**src/hdl/rmn_pkg.sv**
```systemverilog
// Shared types and constants for the RGB max-normalise block.
// Used by the controller, the datapath, the top level, the checker and the testbench; depends on nothing.
package rmn_pkg;

   localparam int NUM_CH     = 3;
   localparam int IN_W       = 24;
   localparam int OUT_W      = 8;
   localparam int REQ_DATA_W = NUM_CH * IN_W;
   localparam int RSP_DATA_W = NUM_CH * OUT_W;
   localparam int REQ_USER_W = 2;
   localparam int GAIN_W     = 8;

   // tuser bit positions on the request side
   localparam int USER_MODE  = 0;
   localparam int USER_START = 1;

   localparam logic MODE_MEASURE = 1'b0;
   localparam logic MODE_MAP     = 1'b1;

   localparam logic [OUT_W-1:0] FULL_SCALE = 8'd255;

   // Controller to datapath commands
   typedef struct packed {
      logic measure;     // fold the input counts into the maxima
      logic capture;     // hold the input counts for a map transfer
      logic div_start;   // load maxima / gain into the dividers
      logic div_step;    // one restoring step on every lane
      logic fac_start;   // load 255 / quotient into the dividers
      logic fac_finish;  // latch the per-channel factors
      logic out_load;    // scale the held counts into the output register
   } rmn_cmd_type;

   // Datapath to controller status
   typedef struct packed {
      logic out_free;    // output register can take a result this cycle
   } rmn_status_type;

endpackage

```
**src/hdl/rmn_ctrl.sv**
```systemverilog
// Sequencer for the RGB max-normalise block: handshake, factor cache, divider steps.
// Depends on rmn_pkg; drives the datapath through rmn_cmd_type.
module rmn_ctrl #(
   parameter int COUNT_BITS = 24
) (
   input  logic                    clock,
   input  logic                    reset,
   input  logic                    req_tvalid,
   output logic                    req_tready,
   input  logic                    req_mode,
   input  logic                    csr_we,
   input  rmn_pkg::rmn_status_type status,
   output rmn_pkg::rmn_cmd_type    cmd
);
   import rmn_pkg::*;

   localparam int CNT_W = $clog2(COUNT_BITS);

   localparam logic [2:0] S_IDLE     = 3'd0;
   localparam logic [2:0] S_DIV_MAX  = 3'd1;
   localparam logic [2:0] S_FAC_LOAD = 3'd2;
   localparam logic [2:0] S_DIV_FAC  = 3'd3;
   localparam logic [2:0] S_FAC_DONE = 3'd4;

   logic [2:0]       state_ff, state_in;
   logic [CNT_W-1:0] cnt_ff, cnt_in;
   logic             fac_valid_ff, fac_valid_in;
   logic             pend_ff, pend_in;
   logic             accept;

   assign req_tready = (state_ff == S_IDLE) && (!pend_ff || status.out_free);
   assign accept     = req_tvalid && req_tready;

   always_comb begin
      state_in     = state_ff;
      cnt_in       = cnt_ff;
      fac_valid_in = fac_valid_ff;
      cmd          = '0;
      cmd.out_load = pend_ff && status.out_free;
      pend_in      = pend_ff && !cmd.out_load;

      case (state_ff)
         S_IDLE: begin
            if (accept) begin
               if (req_mode == MODE_MEASURE) begin
                  cmd.measure  = 1'b1;
                  fac_valid_in = 1'b0;
               end else begin
                  cmd.capture = 1'b1;
                  if (fac_valid_ff) begin
                     pend_in = 1'b1;
                  end else begin
                     cmd.div_start = 1'b1;
                     cnt_in        = CNT_W'(COUNT_BITS - 1);
                     state_in      = S_DIV_MAX;
                  end
               end
            end
         end
         S_DIV_MAX: begin
            cmd.div_step = 1'b1;
            cnt_in       = cnt_ff - 1'b1;
            if (cnt_ff == '0) begin
               state_in = S_FAC_LOAD;
            end
         end
         S_FAC_LOAD: begin
            cmd.fac_start = 1'b1;
            cnt_in        = CNT_W'(OUT_W - 1);
            state_in      = S_DIV_FAC;
         end
         S_DIV_FAC: begin
            cmd.div_step = 1'b1;
            cnt_in       = cnt_ff - 1'b1;
            if (cnt_ff == '0) begin
               state_in = S_FAC_DONE;
            end
         end
         S_FAC_DONE: begin
            cmd.fac_finish = 1'b1;
            fac_valid_in   = 1'b1;
            pend_in        = 1'b1;
            state_in       = S_IDLE;
         end
         default: begin
            state_in = S_IDLE;
         end
      endcase

      // a new gain makes the cached factors stale
      if (csr_we) begin
         fac_valid_in = 1'b0;
      end
   end

   always_ff @(posedge clock) begin
      if (reset) begin
         state_ff     <= S_IDLE;
         cnt_ff       <= '0;
         fac_valid_ff <= 1'b0;
         pend_ff      <= 1'b0;
      end else begin
         state_ff     <= state_in;
         cnt_ff       <= cnt_in;
         fac_valid_ff <= fac_valid_in;
         pend_ff      <= pend_in;
      end
   end

endmodule

```
**src/hdl/rmn_datapath.sv**
```systemverilog
// Datapath of the RGB max-normalise block: maxima, gain, three bit-serial dividers,
// factor cache and the output register. Depends on rmn_pkg.
module rmn_datapath #(
   parameter int COUNT_BITS = 24
) (
   input  logic                             clock,
   input  logic                             reset,
   input  rmn_pkg::rmn_cmd_type             cmd,
   output rmn_pkg::rmn_status_type          status,
   input  logic [rmn_pkg::REQ_DATA_W-1:0]   req_tdata,
   input  logic                             req_start,
   input  logic                             csr_we,
   input  logic [rmn_pkg::GAIN_W-1:0]       csr_wdata,
   output logic                             rsp_tvalid,
   input  logic                             rsp_tready,
   output logic [rmn_pkg::RSP_DATA_W-1:0]   rsp_tdata
);
   import rmn_pkg::*;

   localparam int PROD_W = COUNT_BITS + OUT_W;

   logic [GAIN_W-1:0]     gain_ff, gain_in, gain_eff;
   logic [COUNT_BITS-1:0] max_ff [NUM_CH];
   logic [COUNT_BITS-1:0] max_in [NUM_CH];
   logic [COUNT_BITS-1:0] val_ff [NUM_CH];
   logic [COUNT_BITS-1:0] val_in [NUM_CH];
   logic [COUNT_BITS-1:0] num_ff [NUM_CH];
   logic [COUNT_BITS-1:0] num_in [NUM_CH];
   logic [OUT_W-1:0]      rem_ff [NUM_CH];
   logic [OUT_W-1:0]      rem_in [NUM_CH];
   logic [OUT_W-1:0]      div_ff [NUM_CH];
   logic [OUT_W-1:0]      div_in [NUM_CH];
   logic [OUT_W-1:0]      fac_ff [NUM_CH];
   logic [OUT_W-1:0]      fac_in [NUM_CH];
   logic [NUM_CH-1:0]     zero_ff, zero_in, big_ff, big_in;
   logic [OUT_W-1:0]      out_ff [NUM_CH];
   logic [OUT_W-1:0]      out_in [NUM_CH];
   logic                  rsp_valid_ff, rsp_valid_in;
   logic [COUNT_BITS-1:0] count [NUM_CH];
   logic [OUT_W:0]        trial [NUM_CH];
   logic                  ge [NUM_CH];
   logic [PROD_W-1:0]     prod [NUM_CH];

   assign gain_eff        = (gain_ff == '0) ? GAIN_W'(1) : gain_ff;
   assign status.out_free = !rsp_valid_ff || rsp_tready;
   assign rsp_tvalid      = rsp_valid_ff;
   assign rsp_tdata       = {out_ff[2], out_ff[1], out_ff[0]};

   always_comb begin
      gain_in      = csr_we ? csr_wdata : gain_ff;
      rsp_valid_in = cmd.out_load ? 1'b1 : (rsp_tready ? 1'b0 : rsp_valid_ff);
      zero_in      = zero_ff;
      big_in       = big_ff;
      for (int l = 0; l < NUM_CH; l++) begin
         count[l] = COUNT_BITS'(req_tdata[l*IN_W +: IN_W]);
         // restoring step: shift the next numerator bit into the remainder
         trial[l] = {rem_ff[l], num_ff[l][COUNT_BITS-1]};
         ge[l]    = trial[l] >= {1'b0, div_ff[l]};
         prod[l]  = PROD_W'(fac_ff[l]) * PROD_W'(val_ff[l]);

         max_in[l] = max_ff[l];
         val_in[l] = val_ff[l];
         num_in[l] = num_ff[l];
         rem_in[l] = rem_ff[l];
         div_in[l] = div_ff[l];
         fac_in[l] = fac_ff[l];
         out_in[l] = out_ff[l];

         if (cmd.measure) begin
            if (req_start || (count[l] > max_ff[l])) begin
               max_in[l] = count[l];
            end
         end
         if (cmd.capture) begin
            val_in[l] = count[l];
         end
         if (cmd.div_start) begin
            num_in[l] = max_ff[l];
            rem_in[l] = '0;
            div_in[l] = gain_eff;
         end
         if (cmd.div_step) begin
            num_in[l] = {num_ff[l][COUNT_BITS-2:0], ge[l]};
            rem_in[l] = ge[l] ? OUT_W'(trial[l] - {1'b0, div_ff[l]}) : trial[l][OUT_W-1:0];
         end
         if (cmd.fac_start) begin
            // num holds the channel quotient; now divide full scale by it
            zero_in[l] = (num_ff[l] == '0);
            big_in[l]  = (num_ff[l] > COUNT_BITS'(FULL_SCALE));
            num_in[l]  = COUNT_BITS'(FULL_SCALE) << (COUNT_BITS - OUT_W);
            rem_in[l]  = '0;
            div_in[l]  = num_ff[l][OUT_W-1:0];
         end
         if (cmd.fac_finish) begin
            // a zero quotient saturates any nonzero count, keeps zero at zero
            if (zero_ff[l]) begin
               fac_in[l] = FULL_SCALE;
            end else if (big_ff[l]) begin
               fac_in[l] = '0;
            end else begin
               fac_in[l] = num_ff[l][OUT_W-1:0];
            end
         end
         if (cmd.out_load) begin
            out_in[l] = (prod[l] > PROD_W'(FULL_SCALE)) ? FULL_SCALE : prod[l][OUT_W-1:0];
         end
      end
   end

   always_ff @(posedge clock) begin
      if (reset) begin
         gain_ff      <= GAIN_W'(1);
         rsp_valid_ff <= 1'b0;
         for (int l = 0; l < NUM_CH; l++) begin
            max_ff[l] <= '0;
         end
      end else begin
         gain_ff      <= gain_in;
         rsp_valid_ff <= rsp_valid_in;
         for (int l = 0; l < NUM_CH; l++) begin
            max_ff[l] <= max_in[l];
         end
      end
   end

   always_ff @(posedge clock) begin
      zero_ff <= zero_in;
      big_ff  <= big_in;
      for (int l = 0; l < NUM_CH; l++) begin
         val_ff[l] <= val_in[l];
         num_ff[l] <= num_in[l];
         rem_ff[l] <= rem_in[l];
         div_ff[l] <= div_in[l];
         fac_ff[l] <= fac_in[l];
         out_ff[l] <= out_in[l];
      end
   end

endmodule

```
**src/hdl/rgb_max_normalize_with_gain.sv**
```systemverilog
// Per-channel max normalisation with gain for an RGB hit-count image.
// The frame is streamed twice over the req_ channel. In the measure pass
// (tuser mode = 0) each transfer raises three running maxima; start_frame on
// a measure transfer clears them first. Measure transfers give no result.
// In the map pass (mode = 1) each transfer gives one rsp_ transfer with
// min(255, (255 / (max / gain)) * count) per channel.
// csr_we / csr_wdata write the gain; write it only while the block is idle.
// The per-channel factors are cached. The first map
// transfer after any measure transfer or gain write rebuilds them with three
// bit-serial restoring dividers, one quotient bit per cycle: COUNT_BITS steps
// for max / gain, 8 steps for 255 / quotient, with a load step before each
// division and a latch step after. With the factors cached a map transfer
// is taken every cycle while the receiver takes results; its result waits in
// the pending flag, then the 8 x COUNT_BITS multiplier feeds the output register.
// Reset clears the maxima, sets the gain to 1, empties the output register
// and drops the cache. When the receiver stalls, hold the result in the
// output register; measure transfers are still taken until one map transfer
// parks behind the held result, and then req_tready falls for every transfer
// until rsp_tready returns.
module rgb_max_normalize_with_gain #(
   parameter int COUNT_BITS = 24
) (
   input  logic                             clock,
   input  logic                             reset,
   // request stream
   input  logic                             req_tvalid,
   output logic                             req_tready,
   input  logic [rmn_pkg::REQ_DATA_W-1:0]   req_tdata,  // red_in, green_in, blue_in
   input  logic [rmn_pkg::REQ_USER_W-1:0]   req_tuser,  // mode, start_frame
   // result stream
   output logic                             rsp_tvalid,
   input  logic                             rsp_tready,
   output logic [rmn_pkg::RSP_DATA_W-1:0]   rsp_tdata,  // red_out, green_out, blue_out
   // gain register
   input  logic                             csr_we,
   input  logic [rmn_pkg::GAIN_W-1:0]       csr_wdata
);
   import rmn_pkg::*;

   rmn_cmd_type    cmd;
   rmn_status_type status;

   // sequencing: handshake, factor cache, divider step count
   rmn_ctrl #(
      .COUNT_BITS (COUNT_BITS)
   ) u_ctrl (
      .clock      (clock),
      .reset      (reset),
      .req_tvalid (req_tvalid),
      .req_tready (req_tready),
      .req_mode   (req_tuser[USER_MODE]),
      .csr_we     (csr_we),
      .status     (status),
      .cmd        (cmd)
   );

   // maxima, dividers, factors and the output register
   rmn_datapath #(
      .COUNT_BITS (COUNT_BITS)
   ) u_datapath (
      .clock      (clock),
      .reset      (reset),
      .cmd        (cmd),
      .status     (status),
      .req_tdata  (req_tdata),
      .req_start  (req_tuser[USER_START]),
      .csr_we     (csr_we),
      .csr_wdata  (csr_wdata),
      .rsp_tvalid (rsp_tvalid),
      .rsp_tready (rsp_tready),
      .rsp_tdata  (rsp_tdata)
   );

endmodule

```
**config.mk**
```make
export PLATFORM = sky130hd
export DESIGN_NAME = rgb_max_normalize_with_gain
export DESIGN_NICKNAME = d
export VERILOG_FILES = /design/src/hdl/rmn_pkg.sv /design/src/hdl/rmn_ctrl.sv /design/src/hdl/rmn_datapath.sv /design/src/hdl/rgb_max_normalize_with_gain.sv
export SDC_FILE = /design/constraint.sdc
export NUM_CORES = 2
export LEC_CHECK = 0
export ABC_AREA = 1
export BUFFER_PORTS_ARGS = -buffer_cell sky130_fd_sc_hd__buf_2
export CAP_MARGIN = 40
export CORE_AREA = 10 10 229 285
export CTS_CLUSTER_SIZE = 40
export DETAILED_ROUTE_END_ITERATION = 12
export DIE_AREA = 0 0 239 295
export GPL_ROUTABILITY_DRIVEN = 0
export HOLD_SLACK_MARGIN = 0.08
export PLACE_DENSITY_LB_ADDON = 0.2
export REMOVE_ABC_BUFFERS = 1
export SETUP_SLACK_MARGIN = 0.4
export SYNTH_ARGS = -nofsm -noshare
export SYNTH_HDL_FRONTEND = slang
export SYNTH_SLANG_ARGS = --single-unit
```
**constraint.sdc**
```tcl
create_clock -name clock -period 5.84 [get_ports clock]
set_clock_uncertainty 0.15 [all_clocks]
set_input_delay 0.584 -clock clock [delete_from_list [all_inputs] [get_ports clock]]
set_output_delay 0.584 -clock clock [all_outputs]
set_load 0.02 [all_outputs]
```
==> impl_metrics.py <==
metrics = {
    "global_routing": {
        "grt.busiest_layer": "met2",
        "grt_max_degree": 86,
        "use_met1_pct": 31.5,
        "antenna_found_initial": 5,
        "grt_usage_pct": 26.7,
        "gr-usage-met2_pct": 48.5,
        "grt_overflow_total": 0,
        "grt_pass1_wl_um": 155000,
        "first_global_vias": 31512,
        "use_met3_pct": 3.65,
    },
    "setup_path": {
        "max_stage_delay_ns": 0.55,
        "crit_slowest_cell": "fa_1",
        "crit_path_cell_trace": "buf_4, buf_4, nand2_1, inv_1, fa_1, fa_1, fa_1, inv_1, fa_1, inv_1, ha_4, nand2_4, inv_1, a21oi_2, nand2_2, and2_1, o21bai_1, nand3_2, nor2_2, nand3_2, nor2_4, buf_12, nand3_2",
        "worstSetupPathType": "reg2reg",
        "cp.arrival_ns": 5.42,
        "required_ns": 6.02,
        "critical_path_peak_fanout": 8,
        "crit_path_start_kind": "register",
        "end_kind": "register",
    },
    "sta": {
        "tns_ns": 0,
        "maxClockFrequency_mhz": 191,
        "period_needed_ns": 5.25,
        "finalSetupViolCount": 0,
        "finalHoldViolations": 0,
        "post-route-period-util_pct": 89.9,
        "rsz0062_at_grt": "yes",
        "tightestPinTransition_ns": 0.854,
        "drv_slew": 0,
        "holdWs_ns": 0.0965,
        "slew_headroom_pct": 43.0,
        "fin_ws_ns": 0.592,
    },
    "synthesis": {
        "synth.ff_latch_count": 337,
        "synth_edf_count": 150,
        "synth_top_area_share_pct": 21.8,
        "async_flop_share_pct": 0,
        "synth_top_area_cell": "fa_1",
        "syn_inst": 5024,
        "yosysWarnings": 0,
        "synthFlopType": "dfxtp_1",
        "avgSynthCellArea_sq_um": 7.28,
        "synth_seq_area_share_pct": 22.5,
        "syn_area_sq_um": 36600,
        "synth_area_leaders": "fa_1 (22%), nand2_1 (15%), inv_1 (13%), edfxtp_1 (12%), dfxtp_1 (10%)",
        "synth.distinct_cells": 50,
    },
    "clock_tree": {
        "clkSlewWorstSetupHoldPaths_ns": 0.06,
        "worstSkewPairLatency_ns": 0.58,
        "cts_tree": "yes",
        "cts-root-buf": "clkbuf_16",
        "cts_max_level": 2,
        "cts_buffer_depth": 3,
        "cts_num_sinks": 337,
        "cts_buffers": 39,
    },
    "routing": {
        "drcViolationCount": 0,
        "drtIter0Drc": 2218,
        "drtPass1Iterations": 6,
        "vias_per_cell": 5.38,
        "vias": 31771,
        "wl_per_cell_um": 16.1,
        "wl_um": 95100,
        "final_antenna_net_count": 0,
    },
    "power": {
        "peakVddDrop_uv": 370,
        "switching_share_pct": 52.3,
        "p_leak_nw": 21.9,
        "pwr-share-clk_pct": 11.5,
        "pwr-share-seq_pct": 16.7,
        "internal_power_mw": 10.2,
        "power.density_nw_per_um2": 523,
        "power_switching_mw": 11.2,
        "p_comb_share_pct": 71.7,
    },
    "job": {
        "maxCapViolCount": 0,
    },
    "placement": {
        "dp_slack_ns": 0.119,
        "hpwl_um": 71400,
        "io_buffers": 112,
        "dp_cells": 5743,
        "place_area_sq_um": 37800,
    },
    "die": {
        "start_util_pct": 61.6,
        "core_sq_um": 59400,
        "die_w_um": 239,
        "die_height_um": 295,
        "row_count": 100,
        "die_area_sq_um": 70500,
        "ioPinCount": 113,
    },
    "run_status": {
        "status": "completed",
    },
    "cells_and_area": {
        "fin_area_sq_um": 40900,
        "drive_above_1_share_pct": 9.65,
        "layout.nets": 5851,
        "final_cells": 5908,
        "fill_cells": 4868,
        "area_growth_pct": 11.7,
    },
    "worst_hold_path": {
        "min_path_type": "in2reg",
    },
}
-- Yosys cell counts, types with 4 or more instances --
master,instances
nand2_1,1418
inv_1,1259
fa_1,399
ha_1,254
a21oi_1,217
nand3_1,215
nor2_1,195
dfxtp_1,187
edfxtp_1,150
o21ai_0,149
clkbuf_1,127
nand4_1,55
a31oi_1,53
nand3b_1,46
clkbuf_2,39
o211ai_1,39
buf_2,34
nor3_1,29
xor2_1,18
nor4_1,16
xnor2_1,15
o21bai_1,14
nand2_2,9
nor2_2,9
and2_1,8
inv_2,8
a21oi_2,6
o21ai_1,6
nor2_4,5
a211oi_1,4
a21o_1,4
buf_4,4
nand3_2,4
nor3_2,4
o21a_1,4
o31ai_1,4
-- final timing paths --
| check | from | end | slack, ns | cells after the start |
|---|---|---|---|---|
| worst max-delay path | u_datapath.fac_ff[0][19] | u_datapath.out_ff[0][17] | 0.59 | 23 |
| worst min-delay path | req_tdata[52] | u_datapath.val_ff[0][52] | 0.1 | 1 |
| worst max register to register | u_datapath.fac_ff[0][19] | u_datapath.out_ff[0][17] | 0.59 | 23 |
| worst min register to register | u_datapath.max_ff[0][69] | u_datapath.max_ff[0][69] | 0.31 | 2 |
-- power by group through the flow --
stage | combinational, mW | clock [mW] | sequential (mW)
after global routing | 17.4 | 2.60 | 3.63
final | 15.3 | 2.47 | 3.57
after floorplan | 10.2 | 0 | 3.46
after detailed placement | 13.2 | 0 | 3.61
after global placement | 13.0 | 0 | 3.61
after CTS | 13.4 | 2.50 | 3.56
-- flip-flops by register name, summed over array words and instances (netlist names) --
name	flops
u_ctrl.cnt_ff	5
u_ctrl.fac_valid_ff	1
u_ctrl.pend_ff	1
u_ctrl.state_ff	3
u_datapath.big_ff	3
u_datapath.div_ff	24
u_datapath.fac_ff	24
u_datapath.gain_ff	8
u_datapath.max_ff	72
u_datapath.num_ff	72
u_datapath.out_ff	24
u_datapath.rem_ff	24
u_datapath.rsp_tvalid	1
u_datapath.val_ff	72
u_datapath.zero_ff	3
-- cells in the final DEF (no fill, tap or decap), drive strengths merged, types with 53 or more instances in the layout --
cell type and n:
dfxtp 187, nand3 219, buf 229, nand2 1427, inv 1272, o21ai 155, a31oi 53, ha 254
clkbuf 55, nand4 55, a21oi 223, nor2 209, fa 399, edfxtp 150
-- timing repair --
action,in CTS,in global routing
setup buffers,47,22
gates cloned,0,2
resized for setup,0,210
hold buffers,21,0
pin swaps,1,56
endpoints found under the setup margin,24,24
hold endpoints to repair,21,0
-- final cells by class --
class / instances / area, sq um / share of cell area [%]
multi-input combinational: 3213 / 23600 / 57.7
tap: 765 / 957 / 2.34
inverter: 1268 / 4760 / 11.6
clock buffer: 53 / 1110 / 2.72
sequential: 337 / 8250 / 20.2
antenna: 1 / 2.50 / 0.00612
timing repair buffer: 252 / 2030 / 4.97
clock inverter: 19 / 161 / 0.395
-- metal layers --
layer / wire [um] / share of wire [%] / up-vias
met5: 50 / 0.053 / -
met4: 3840 / 4.0 / 8
met3: 5310 / 5.6 / 270
met2: 48500 / 51 / 1024
met1: 37500 / 39 / 15080
li1: - / - / 15389
-- metrics by stage --
stage / utilization (%) / power (mW)
final: 68.8 / 21.4
after floorplan: - / 13.6
after global routing: 68.8 / 23.6
after CTS: 66.8 / 19.4
after detailed placement: 63.6 / 16.9
after global placement: 63.3 / 16.6
-- logic make-up (layout without fill, tap and decap cells) --
kind of cell             Yosys count  count (layout)  synth area share, %
flip-flops                       337             337                 22.5
AND/OR/NAND/NOR                 2019            2019                 23.0
XOR/XNOR                          33              33                0.790
adder cells (fa/ha/maj)          653             653                 30.5
AO/OA/AOI/OAI                    508             508                 7.73
buffers and inverters           1474            1592                 15.4
other                              0               1                    0
-- critical path, delay by kind of cell, from the launching register on --
| family | cells | cell delay [ns] |
|---|---|---|
| flip-flops | 1 | 0.44 |
| AND/OR/NAND/NOR | 9 | 1.03 |
| adder cells (fa/ha/maj) | 5 | 2.35 |
| AO/OA/AOI/OAI | 2 | 0.34 |
| buffers and inverters | 7 | 0.70 |
Power figures use the tool's default switching activity.
